--- src/rtl/core/iuct_pkg.sv ---
`default_nettype none
// ----------------------------------------------------------------------------
// iuct_pkg: shared types and constants for the interval union coverage table
// Holds the default sizes, the operation codes, the sequencer states and the
// control structs passed between the table store, compare unit and top level.
// ----------------------------------------------------------------------------
package iuct_pkg;

  localparam int MAX_INTERVALS_DEF = 64;
  localparam int COORD_BITS_DEF    = 32;
  localparam int FIELD_BITS        = 32;

  typedef enum logic [0:0] {
    FUNC_ADD   = 1'b0,
    FUNC_QUERY = 1'b1
  } func_t;

  typedef enum logic [2:0] {
    ST_IDLE,
    ST_SCAN,
    ST_MERGE,
    ST_WRITE,
    ST_RESULT
  } state_t;

  typedef struct packed {
    logic rd_en;
    logic wr_en;
    logic clr_en;
  } store_cmd_t;

  typedef struct packed {
    logic contain;
    logic overlap;
  } cmp_res_t;

endpackage
`default_nettype wire

--- src/rtl/core/iuct_cmp.sv ---
`default_nettype none
// ----------------------------------------------------------------------------
// iuct_cmp: interval compare unit
// Checks one stored interval against the item for containment and overlap,
// and folds it into the running merged interval.
// ----------------------------------------------------------------------------
module iuct_cmp #(
  parameter int COORD_BITS = iuct_pkg::COORD_BITS_DEF
) (
  input  logic [COORD_BITS-1:0] item_low,
  input  logic [COORD_BITS-1:0] item_high,
  input  logic [COORD_BITS-1:0] entry_low,
  input  logic [COORD_BITS-1:0] entry_high,
  input  logic [COORD_BITS-1:0] acc_low,
  input  logic [COORD_BITS-1:0] acc_high,
  output iuct_pkg::cmp_res_t    res,
  output logic [COORD_BITS-1:0] merge_low,
  output logic [COORD_BITS-1:0] merge_high
);

  assign res.contain = (entry_low <= item_low) && (item_high <= entry_high);
  // a shared endpoint counts as overlap
  assign res.overlap = (entry_low <= item_high) && (item_low <= entry_high);

  assign merge_low  = (entry_low < acc_low) ? entry_low : acc_low;
  assign merge_high = (entry_high > acc_high) ? entry_high : acc_high;

endmodule
`default_nettype wire

--- src/rtl/core/iuct_store.sv ---
`default_nettype none
// ----------------------------------------------------------------------------
// iuct_store: interval table storage
// Endpoint memory with one registered read port and one write port, plus a
// valid bit per entry that reset clears.
// ----------------------------------------------------------------------------
module iuct_store #(
  parameter int MAX_INTERVALS = iuct_pkg::MAX_INTERVALS_DEF,
  parameter int COORD_BITS    = iuct_pkg::COORD_BITS_DEF,
  localparam int IDX_W        = $clog2(MAX_INTERVALS)
) (
  input  logic                  clk,
  input  logic                  rst,
  input  iuct_pkg::store_cmd_t  cmd,
  input  logic [IDX_W-1:0]      rd_addr,
  output logic [COORD_BITS-1:0] rd_low,
  output logic [COORD_BITS-1:0] rd_high,
  output logic                  rd_valid,
  input  logic [IDX_W-1:0]      wr_addr,
  input  logic [COORD_BITS-1:0] wr_low,
  input  logic [COORD_BITS-1:0] wr_high,
  input  logic [IDX_W-1:0]      clr_addr
);

  logic [COORD_BITS-1:0]    mem_low  [MAX_INTERVALS];
  logic [COORD_BITS-1:0]    mem_high [MAX_INTERVALS];
  logic [MAX_INTERVALS-1:0] valid;

  always_ff @(posedge clk) begin
    if (cmd.wr_en) begin
      mem_low[wr_addr]  <= wr_low;
      mem_high[wr_addr] <= wr_high;
    end
    if (cmd.rd_en) begin
      rd_low   <= mem_low[rd_addr];
      rd_high  <= mem_high[rd_addr];
      rd_valid <= valid[rd_addr];
    end
  end

  always_ff @(posedge clk) begin
    if (rst) begin
      valid <= '0;
    end else begin
      if (cmd.clr_en) begin
        valid[clr_addr] <= 1'b0;
      end
      if (cmd.wr_en) begin
        valid[wr_addr] <= 1'b1;
      end
    end
  end

endmodule
`default_nettype wire

--- src/rtl/core/interval_union_coverage_table_top.sv ---
`default_nettype none
// ----------------------------------------------------------------------------
// interval_union_coverage_table_top: table of disjoint closed intervals
// Keeps up to MAX_INTERVALS disjoint intervals; adds merge, queries check
// containment, one result beat per input beat.
// ----------------------------------------------------------------------------
// Usage:
//   input channel  : in_valid/in_ready with func, range_low, range_high
//   output channel : out_valid/out_ready with covered, table_full
//   in_ready is high only while the sequencer is idle; one item is in work
//   at a time. Every nonempty item walks the table through one compare unit
//   and the single read port of the endpoint memory, one entry per cycle.
//   Query, or add that is already contained or dropped: one scan pass, then
//   the result. Add that stores a new entry: a second merge pass plus a
//   write. An empty (reversed) interval skips the table and goes straight to
//   the result. The next item can be accepted in the same cycle that
//   out_valid rises, since the sequencer is then idle again.
//   The result sits in an output register, so the next item may be accepted
//   while it waits; if the receiver still stalls when that item finishes,
//   the sequencer holds until the output register frees up.
//   Reset empties the table at once (valid bits cleared, count zeroed); no
//   clearing pass is needed.
// ----------------------------------------------------------------------------
module interval_union_coverage_table_top #(
  parameter int MAX_INTERVALS = iuct_pkg::MAX_INTERVALS_DEF,
  parameter int COORD_BITS    = iuct_pkg::COORD_BITS_DEF
) (
  input  logic                            clk,
  input  logic                            rst,
  input  logic                            in_valid,
  output logic                            in_ready,
  input  logic                            func,
  input  logic [iuct_pkg::FIELD_BITS-1:0] range_low,
  input  logic [iuct_pkg::FIELD_BITS-1:0] range_high,
  output logic                            out_valid,
  input  logic                            out_ready,
  output logic                            covered,
  output logic                            table_full
);

  localparam int IDX_W = $clog2(MAX_INTERVALS);
  localparam int CNT_W = $clog2(MAX_INTERVALS + 1);
  localparam logic [CNT_W-1:0] CNT_MAX  = CNT_W'(MAX_INTERVALS);
  localparam logic [IDX_W-1:0] LAST_IDX = IDX_W'(MAX_INTERVALS - 1);

  iuct_pkg::state_t state, state_next;
  iuct_pkg::func_t  op;

  logic [COORD_BITS-1:0] item_low, item_high;
  logic [COORD_BITS-1:0] acc_low, acc_low_next, acc_high, acc_high_next;
  logic [COORD_BITS-1:0] lo_in, hi_in;
  logic [CNT_W-1:0]      rd_idx, rd_idx_next;
  logic [CNT_W-1:0]      entry_count, entry_count_next;
  logic [IDX_W-1:0]      pend_idx, pend_idx_next;
  logic [IDX_W-1:0]      free_idx, free_idx_next;
  logic                  pend, pend_next;
  logic                  hit, hit_next, ovl, ovl_next;
  logic                  free_found, free_found_next;
  logic                  res_covered, res_covered_next;
  logic                  res_full, res_full_next;

  logic                  accept, issue, last, slot_free;
  logic                  cur_contain, cur_ovl, hit_all, ovl_all;

  iuct_pkg::store_cmd_t  cmd;
  iuct_pkg::cmp_res_t    res;
  logic [COORD_BITS-1:0] rd_low, rd_high, merge_low, merge_high;
  logic                  rd_valid;

  assign lo_in     = COORD_BITS'(range_low);
  assign hi_in     = COORD_BITS'(range_high);
  assign in_ready  = (state == iuct_pkg::ST_IDLE);
  assign accept    = in_valid && in_ready;
  assign slot_free = !out_valid || out_ready;

  // read one entry per cycle while a pass is running
  assign issue = ((state == iuct_pkg::ST_SCAN) || (state == iuct_pkg::ST_MERGE))
                 && (rd_idx != CNT_MAX);
  assign last  = pend && (pend_idx == LAST_IDX);

  assign cur_contain = pend && rd_valid && res.contain;
  assign cur_ovl     = pend && rd_valid && res.overlap;
  assign hit_all     = hit || cur_contain;
  assign ovl_all     = ovl || cur_ovl;

  assign cmd.rd_en  = issue;
  assign cmd.wr_en  = (state == iuct_pkg::ST_WRITE);
  assign cmd.clr_en = (state == iuct_pkg::ST_MERGE) && cur_ovl;

  iuct_store #(
    .MAX_INTERVALS (MAX_INTERVALS),
    .COORD_BITS    (COORD_BITS)
  ) u_store (
    .clk      (clk),
    .rst      (rst),
    .cmd      (cmd),
    .rd_addr  (rd_idx[IDX_W-1:0]),
    .rd_low   (rd_low),
    .rd_high  (rd_high),
    .rd_valid (rd_valid),
    .wr_addr  (free_idx),
    .wr_low   (acc_low),
    .wr_high  (acc_high),
    .clr_addr (pend_idx)
  );

  iuct_cmp #(
    .COORD_BITS (COORD_BITS)
  ) u_cmp (
    .item_low   (item_low),
    .item_high  (item_high),
    .entry_low  (rd_low),
    .entry_high (rd_high),
    .acc_low    (acc_low),
    .acc_high   (acc_high),
    .res        (res),
    .merge_low  (merge_low),
    .merge_high (merge_high)
  );

  always_ff @(posedge clk) begin
    if (rst) begin
      state <= iuct_pkg::ST_IDLE;
    end else begin
      state <= state_next;
    end
  end

  always_comb begin
    state_next       = state;
    rd_idx_next      = issue ? rd_idx + CNT_W'(1) : rd_idx;
    pend_next        = issue;
    pend_idx_next    = rd_idx[IDX_W-1:0];
    hit_next         = hit;
    ovl_next         = ovl;
    acc_low_next     = acc_low;
    acc_high_next    = acc_high;
    free_found_next  = free_found;
    free_idx_next    = free_idx;
    entry_count_next = entry_count;
    res_covered_next = res_covered;
    res_full_next    = res_full;

    unique case (state)
      iuct_pkg::ST_IDLE: begin
        if (in_valid) begin
          res_covered_next = 1'b0;
          res_full_next    = 1'b0;
          hit_next         = 1'b0;
          ovl_next         = 1'b0;
          rd_idx_next      = '0;
          // an empty interval touches nothing
          if (lo_in > hi_in) begin
            state_next = iuct_pkg::ST_RESULT;
          end else begin
            state_next = iuct_pkg::ST_SCAN;
          end
        end
      end

      iuct_pkg::ST_SCAN: begin
        hit_next = hit_all;
        ovl_next = ovl_all;
        if (last) begin
          if (op == iuct_pkg::FUNC_QUERY) begin
            res_covered_next = hit_all;
            state_next       = iuct_pkg::ST_RESULT;
          end else if (hit_all) begin
            state_next = iuct_pkg::ST_RESULT;
          end else if ((entry_count == CNT_MAX) && !ovl_all) begin
            res_full_next = 1'b1;
            state_next    = iuct_pkg::ST_RESULT;
          end else begin
            rd_idx_next     = '0;
            acc_low_next    = item_low;
            acc_high_next   = item_high;
            free_found_next = 1'b0;
            state_next      = iuct_pkg::ST_MERGE;
          end
        end
      end

      iuct_pkg::ST_MERGE: begin
        if (cur_ovl) begin
          acc_low_next     = merge_low;
          acc_high_next    = merge_high;
          entry_count_next = entry_count - CNT_W'(1);
        end
        // lowest slot that is free once absorbed entries are gone
        if (pend && !free_found && (!rd_valid || cur_ovl)) begin
          free_found_next = 1'b1;
          free_idx_next   = pend_idx;
        end
        if (last) begin
          state_next = iuct_pkg::ST_WRITE;
        end
      end

      iuct_pkg::ST_WRITE: begin
        entry_count_next = entry_count + CNT_W'(1);
        state_next       = iuct_pkg::ST_RESULT;
      end

      iuct_pkg::ST_RESULT: begin
        if (slot_free) begin
          state_next = iuct_pkg::ST_IDLE;
        end
      end

      default: begin
        state_next = iuct_pkg::ST_IDLE;
      end
    endcase
  end

  always_ff @(posedge clk) begin
    if (rst) begin
      rd_idx      <= '0;
      pend        <= 1'b0;
      hit         <= 1'b0;
      ovl         <= 1'b0;
      free_found  <= 1'b0;
      entry_count <= '0;
    end else begin
      rd_idx      <= rd_idx_next;
      pend        <= pend_next;
      hit         <= hit_next;
      ovl         <= ovl_next;
      free_found  <= free_found_next;
      entry_count <= entry_count_next;
    end
  end

  always_ff @(posedge clk) begin
    pend_idx    <= pend_idx_next;
    free_idx    <= free_idx_next;
    acc_low     <= acc_low_next;
    acc_high    <= acc_high_next;
    res_covered <= res_covered_next;
    res_full    <= res_full_next;
    if (accept) begin
      op        <= iuct_pkg::func_t'(func);
      item_low  <= lo_in;
      item_high <= hi_in;
    end
  end

  // output register, loaded only when the previous beat has left
  always_ff @(posedge clk) begin
    if (rst) begin
      out_valid <= 1'b0;
    end else if ((state == iuct_pkg::ST_RESULT) && slot_free) begin
      out_valid <= 1'b1;
    end else if (out_ready) begin
      out_valid <= 1'b0;
    end
  end

  always_ff @(posedge clk) begin
    if ((state == iuct_pkg::ST_RESULT) && slot_free) begin
      covered    <= res_covered;
      table_full <= res_full;
    end
  end

`ifndef SYNTH
  a_count_bound: assert property (@(posedge clk) disable iff (rst)
    entry_count <= CNT_MAX)
    else $error("entry count above table size");

  a_full_drop: assert property (@(posedge clk) disable iff (rst)
    (state == iuct_pkg::ST_RESULT) && slot_free && res_full |-> entry_count == CNT_MAX)
    else $error("add dropped while table had room");

  a_write_slot: assert property (@(posedge clk) disable iff (rst)
    cmd.wr_en |-> free_found)
    else $error("table write without a free slot");

  a_busy_after_accept: assert property (@(posedge clk) disable iff (rst)
    accept |=> !in_ready)
    else $error("ready stayed high after accepting an item");
`endif

endmodule
`default_nettype wire
--- config.mk ---
export PLATFORM = sky130hd
export DESIGN_NAME = interval_union_coverage_table_top
export DESIGN_NICKNAME = d
export VERILOG_FILES = /design/src/rtl/core/iuct_pkg.sv /design/src/rtl/core/iuct_cmp.sv /design/src/rtl/core/iuct_store.sv /design/src/rtl/core/interval_union_coverage_table_top.sv
export SDC_FILE = /design/constraint.sdc
export NUM_CORES = 2
export LEC_CHECK = 0
export ABC_CLOCK_PERIOD_IN_PS = 14500
export BUFFER_PORTS_ARGS = -buffer_cell sky130_fd_sc_hd__buf_2
export CAP_MARGIN = 20
export CORE_ASPECT_RATIO = 0.8
export CORE_MARGIN = 4
export CORE_UTILIZATION = 50
export CTS_BUF_LIST = sky130_fd_sc_hd__clkbuf_2
export CTS_CLUSTER_SIZE = 25
export DETAILED_ROUTE_END_ITERATION = 6
export HOLD_SLACK_MARGIN = 0.1
export PLACE_DENSITY_LB_ADDON = 0.3
export SYNTH_ARGS = -nofsm -noshare
export SYNTH_HDL_FRONTEND = slang
export SYNTH_SLANG_ARGS = --single-unit
--- constraint.sdc ---
create_clock -name clk -period 14.5 [get_ports clk]
set_input_delay 0.725 -clock clk [delete_from_list [all_inputs] [get_ports clk]]
set_output_delay 0.725 -clock clk [all_outputs]
set_load 0.05 [all_outputs]
# ---- Word-level counts from Yosys, hierarchy flattened
# Memory sizes are Yosys's and may differ from the RTL's. A register that Yosys moved wholly into a read port is not among the register bits.
# Index checks and enable logic that the tools add are counted.
dict set report totals {
  ramBits 4096
  memories 2
  register_bits 232
  inputBits 69
}
# name words word_bits read_ports rd_ports_with_merged_regs write_ports line_no
set memory_table {}
lappend memory_table {u_store.mem_high 64 32 1 1 1 iuct_store.sv:26} ;# logic [COORD_BITS-1:0] mem_high [MAX_INTERVALS];
lappend memory_table {u_store.mem_low 64 32 1 1 1 iuct_store.sv:25} ;# logic [COORD_BITS-1:0] mem_low [MAX_INTERVALS];
dict set report op_classes {
  n_reduce_logical 38
  addsub 3
  mux 62
  order_cmp 12
  bitwise 3
  n_eq_ne 20
}
# cell n
set op_table {}
lappend op_table {{2-to-1 mux 32 bit} 12}
lappend op_table {{2-to-1 mux 64 bit} 3}
lappend op_table {{less-or-equal comparator 32 bit} 4}
lappend op_table {{one-hot mux 32 bit (2 select lines)} 2}
lappend op_table {{bitwise AND 64 bit} 1}
lappend op_table {{> comparator 32 bit} 2}
lappend op_table {{NOT 64 bit} 1}
lappend op_table {{bitwise OR 64 bit} 1}
lappend op_table {{2-to-1 mux 7 bit} 7}
lappend op_table {{< comparator 32 bit} 1}
lappend op_table {{one-hot mux 7 bit (2 select lines)} 2}
lappend op_table {{2-to-1 mux 3 bit} 8}
lappend op_table {{< comparator 6 x 7 -> 1 bit, second input constant} 3}
lappend op_table {{2-to-1 mux 1 bit} 19}
lappend op_table {{inequality test 2 bit, second input constant} 9}
lappend op_table {{logical AND 1 bit} 15}
lappend op_table {{one-hot mux 3 bit (5 select lines)} 1}
lappend op_table {{adder 7 x 1 -> 7 bit, second input constant} 2}
lappend op_table {{AND reduction 7 bit} 2}
lappend op_table {{demux 1 bit (select 6 bit)} 2}
lappend op_table {{greater-or-equal comparator 6 x 1 -> 1 bit, second input constant} 2}
lappend op_table {{AND reduction 6 bit} 2}
lappend op_table {{one-hot mux 1 bit (2 select lines)} 5}
lappend op_table {{inequality test 2 x 1 -> 1 bit, second input constant} 4}
lappend op_table {{other kinds (14)} 28}

# ---- Depth between registers and ports, before layout
dict set report depth {
  word_depth 11
  mapped_depth 14
  mapped_depth_nobuf 11
}

# ---- By module
# Synthesis repeated with hierarchy kept, for this count alone.
dict set report hier_totals {
  cells_unflattened 8204
  hier_area_um2 171688.4
}
# mod area_per_inst_um2 cells_each n_inst
set modules_own_cells {}
lappend modules_own_cells {iuct_store 158913.7 6843 1}
lappend modules_own_cells {interval_union_coverage_table_top 7259.5 637 1}
lappend modules_own_cells {iuct_cmp 5515.3 724 1}

# ---- Worst setup path after synthesis
# OpenSTA, ideal clock, no wires.
dict set report synth_timing {
  kind {reg2reg}
  from {register acc_low[2]}
  to {register acc_low[0] (enable)}
  stages_incl_launch_ff 11
  t_arrival_ns 4.202
  synth_period_minus_slack_ns 4.634
  setup_ns 0.432
  slack_ns 9.866
  cell_sequence {edfxtp_1 inv_1 ha_1 a21o_1 a31oi_1 o21ai_0 a2111o_1 a21oi_1 o21a_1 o311ai_1 a21oi_1}
}
dict set report synth_via {
  elab_chain_len 3
}
# element line_no
set synth_lines {}
lappend synth_lines {{from (decl)} interval_union_coverage_table_top.sv:50} ;# logic [COORD_BITS-1:0] acc_low, acc_low_next, acc_high, acc_high_next;
lappend synth_lines {{from (signal assigned)} interval_union_coverage_table_top.sv:237} ;# acc_low <= acc_low_next;
lappend synth_lines {{< comparator 32 bit} iuct_cmp.sv:25} ;# assign merge_low = (entry_low < acc_low) ? entry_low : acc_low;
lappend synth_lines {{inequality test 2 x 1 -> 1 bit (no line)} -}
lappend synth_lines {{AND reduction 7 bit (no line)} -}
# No other way between the ends.
# A chain may end at the register's enable or synchronous reset.

# ---- Worst setup path in the final report
dict set report layout_timing {
  from {register rd_idx[0]}
  to {register u_store.rd_high[10], read port of u_store.mem_high, data pin}
}
dict set report layout_via {
  elab_chain_len 2
}
# element line_no
set layout_lines {}
lappend layout_lines {{from (decl)} interval_union_coverage_table_top.sv:52} ;# logic [CNT_W-1:0] rd_idx, rd_idx_next;
lappend layout_lines {{from (signal assigned)} interval_union_coverage_table_top.sv:225} ;# rd_idx <= rd_idx_next;
lappend layout_lines {{inequality test 7 bit} interval_union_coverage_table_top.sv:78} ;# && (rd_idx != CNT_MAX);
lappend layout_lines {{logical AND 1 bit} interval_union_coverage_table_top.sv:78}
lappend layout_lines {{to (decl)} iuct_store.sv:17} ;# output logic [COORD_BITS-1:0] rd_high,
# Parallel ways exist; a longest one is shown, timed or not.

==> Flow_metrics.wiki <==
{| class="wikitable"
! Metric !! Value
|-
| Maximum number of pins on one net before global-route repair || 161
|-
| Fmax || 180 MHz
|-
| Final worst-path cycle share || between 30% and 40%
|-
| Antenna violations before repair || 24
|-
| Clock Skew || approximately 0.28 ns
|-
| Maximum level of the CTS H-tree || 6
|-
| Part of the power in the clock network || between 30% and 40%
|-
| Clock-pin slew of the registers on the worst-case setup and hold paths || 0.14 ns
|-
| Cts hold-fix bufs || about 200
|-
| Yosys warns || 0
|-
| Peak supply drop || between 0.07 and 0.08 mV
|-
| Register area share after synthesis || about three quarters
|-
| Most congested layer reported by global routing || met2
|-
| Setup repair after global routing missed its margin || no
|-
| Per-cell routed wire length || ~37 um
|-
| Time the final worst path needs with I/O delays and setup || 5.56 ns
|-
| Insertion delay of the later-clocked pin in the worst-skew pair || about 2 ns
|-
| Global Route met1 Usage || approximately two fifths
|-
| TNS Setup || 0 ns
|-
| Gate power share || ~4.8%
|-
| Max FO, Critical Path || 45
|-
| Required time of the critical path || about 16 ns
|-
| Vias per std cell || 6.52
|-
| Drt total wl || approximately 510 mm
|-
| Synthesis-stage register bit count || 4392
|-
| Crit Path Category || flip-flop to flip-flop
|-
| Critical path cell sequence || buf_4 -> buf_4 -> buf_4 -> mux4_2 -> mux4_2 -> mux4_2
|-
| Transition time at the pin with the least slew margin || 1.21 ns
|-
| Number of max-slew violations in the final report || 0
|-
| Power density relative to cell area || roughly 120 mW/mm^2
|-
| Number of max-capacitance violations reported || 0
|-
| Async set or reset register ratio after synthesis || 0%
|-
| Final instance area || ~0.19 mm^2
|-
| Dpl hpwl || ~240 mm
|-
| Final-report setup violation count || 0
|-
| First-pass GRT wire length || between 600 and 700 mm
|-
| Sort of element at the end of the critical path || flip-flop
|-
| Post-CTS repair timing setup buffer count || 0
|-
| Area of the core || about 0.34 mm^2
|-
| Post-layout nets || between 8000 and 9000
|-
| Area grow syn2layout || 10.1%
|-
| Avg Inst Size Synth || 23.1 um^2
|-
| Pre-Repair DR Iteration Count || 7
|-
| GR Util met2 || around 42%
|-
| Crit path arrival time || between 7 and 8 ns
|-
| Synthesized net count || between 7000 and 8000
|-
| Area of the mapped netlist || 0.171 mm^2
|-
| Row cnt || 192
|-
| Buffers from clock root to sink, at most || 4
|-
| Slew headroom || 19.3%
|-
| Number of buffers and inverters on the critical path || 3
|-
| CP max stage cell || dfxtp_4
|-
| CTS Sinks || approximately 4400
|-
| Initial cell density of the core || about half
|-
| Count of final hold-check violations || 0
|-
| Startpoint type of the worst setup path || flip-flop
|-
| Violations in the final reports || DRC
|-
| Overall fraction of global-route tracks in use || roughly 28%
|-
| Hold Worst Slack || 0.315 ns
|-
| Iter 0 DRT Violations || between 15000 and 20000
|-
| Number of placed I/O pins || between 70 and 80
|-
| Overall die height || ~530 um
|-
| Share of total power in sequential cells || about three fifths
|-
| Cell family contributing the most delay on the critical path || buffers and inverters
|-
| Number of synthesized flops with an enable pin || 4300
|-
| Clock Root Buffer || clkbuf_2
|-
| P_sw || approximately 5.4 mW
|-
| CP max stage delay || 0.92 ns
|-
| Standard cell area after detailed placement || around 0.18 mm^2
|-
| Resized Gates After CTS || 0
|-
| Fraction of layout cells with a size suffix above 1 || between 30% and 40%
|-
| Cell-internal power || 17.2 mW
|-
| DIE AREA || approximately 0.35 mm^2
|-
| Gate Count Post-Synth || approximately 7400
|-
| Number of unique standard cell types used by synthesis || 67
|-
| Number of antenna-violating nets in the routed design || 0
|-
| Horiz. Die Dim || 663 um
|-
| Grt total ovfl || 0
|-
| Placer congestion estimate || roughly 0.90
|-
| Switching fraction of total power || 24.0%
|-
| Dominant register cell in the synthesized netlist || edfxtp_1
|-
| Total DRC errors in the routed layout || 1
|-
| Path category of the worst min-delay check || input port to flip-flop
|-
| Status || finished with violations
|-
| Leakage || about 60 nW
|-
| TritonCTS clock tree || built
|-
| Routed vias || around 90000
|-
| Count of buffers inserted at the top-level ports || about 70
|-
| Number of global-route vias before repair || 88700
|-
| TritonCTS Buffers || between 900 and 1000
|-
| Fraction of met3 tracks used by global routing || 7.29%
|}
tightest hold or removal path, stage by stage:
cell and delay (ns):
dlygate4sd3_1 0.53, buf_2 0.13, dlygate4sd3_1 0.71
final cells by class:
cell class | count | area [um^2]
diodes | 17 | 42.5
clock inverters | 254 | 1430
flip-flops and latches | 4392 | 131000
inverters | 271 | 1340
well taps | 4559 | 5700
clock buffers | 1454 | 7280
repair buffers | 466 | 3940
fillers | 25500 | 153000
multi-input cells | 2422 | 38100
registers in the layout, indices dropped and copies added, names as in the netlist, 3 cells and up:
signal            flops
free_idx              6
pend_idx              6
acc_high             32
state                 3
acc_low              32
item_low             32
entry_count           7
u_store.rd_low       32
u_store.valid        64
u_store.rd_high      32
item_high            32
rd_idx                7
u_store.mem_high   2048
u_store.mem_low    2048
layer usage:
| metal | vias to the layer above | share of wire, % |
|---|---|---|
| li1 | 34400 | - |
| met1 | 47600 | 37 |
| met2 | 7143 | 45 |
| met3 | 1131 | 13 |
| met4 | 10 | 4.5 |
| met5 | - | 0.012 |
final timing paths:
path                 startpoint             endpoint  slack [ns]  cells after the start
setup / recovery      rd_idx[0]  u_store.rd_high[10]        8.94                      6
hold / removal    range_low[22]         item_low[22]        0.32                      3
setup reg to reg      rd_idx[0]  u_store.rd_high[10]        8.94                      6
hold reg to reg     res_covered              covered        0.44                      0
stage by stage:
stage                     instances  total power [mW]  util [%]  setup slack, ns
after floorplan                7428              14.9         -             9.87
after detailed placement      11900              15.1      52.1             9.00
after global routing          13800              23.5      55.2             8.52
after global placement        11900              15.1      52.1             9.05
after CTS                     13800              22.7      55.2             8.85
final                         13800              22.7      55.3             8.94
synthesized netlist by cell type (6+ instances only):
master / instances / share of area [%]
a211oi_1: 7 / 0.031
a21o_1: 18 / 0.079
a21oi_1: 150 / 0.44
a221oi_1: 6 / 0.031
a31oi_1: 9 / 0.033
and3_1: 7 / 0.026
buf_1: 64 / 0.14
buf_2: 63 / 0.18
clkbuf_1: 212 / 0.46
dfxtp_1: 92 / 1.1
edfxtp_1: 4300 / 75
ha_1: 230 / 1.7
inv_1: 271 / 0.59
mux4_2: 1365 / 18
nand2_1: 184 / 0.40
nand2b_1: 10 / 0.036
nand3_1: 19 / 0.055
nand4_1: 45 / 0.16
nor2_1: 59 / 0.13
nor2b_1: 14 / 0.051
nor3_1: 14 / 0.041
nor4_1: 8 / 0.029
o211ai_1: 9 / 0.039
o21ai_0: 144 / 0.42
o21ai_1: 24 / 0.070
o21bai_1: 6 / 0.026
or4_1: 7 / 0.031
xor2_1: 7 / 0.036
cells by family (layout without fill, tap and decap cells):
family                   after synthesis  after routing  share of synthesized area, %
flip-flops                          4392           4392                          76.4
multiplexers                        1371           1371                          18.0
buffers and inverters                614           2445                          1.41
AO/OA/AOI/OAI                        407            407                          1.34
AND/OR/NAND/NOR                      401            401                          1.17
adder cells (fa/ha/maj)              231            231                          1.69
XOR/XNOR                              12             12                        0.0613
other                                  0             17                             0
power groups by stage:
stage               Sequential (mW)  Clock [mW]  Combinational (mW)
global placement               14.1           0                1.02
CTS                            13.8        7.83                1.08
finish                         13.8        7.75                1.08
global route                   13.8        8.54                1.16
detailed placement             14.1           0                1.03
floorplan                      14.1           0               0.805
layout by cell type, fill, tap and decap left out, types with 18 or more instances in the layout:
cell,count
dlygate4sd3_1,196
clkinv_1,185
o21ai_1,24
a21o_1,18
nand4_1,45
ha_1,230
buf_4,186
buf_2,73
clkbuf_2,1454
mux4_2,1365
dfxtp_1,86
a21oi_1,148
nand3_1,19
inv_6,70
clkinv_2,23
nor2_1,59
o21ai_0,144
nand2_1,184
edfxtp_1,4300
inv_1,205
Power figures use the tool's default switching activity.
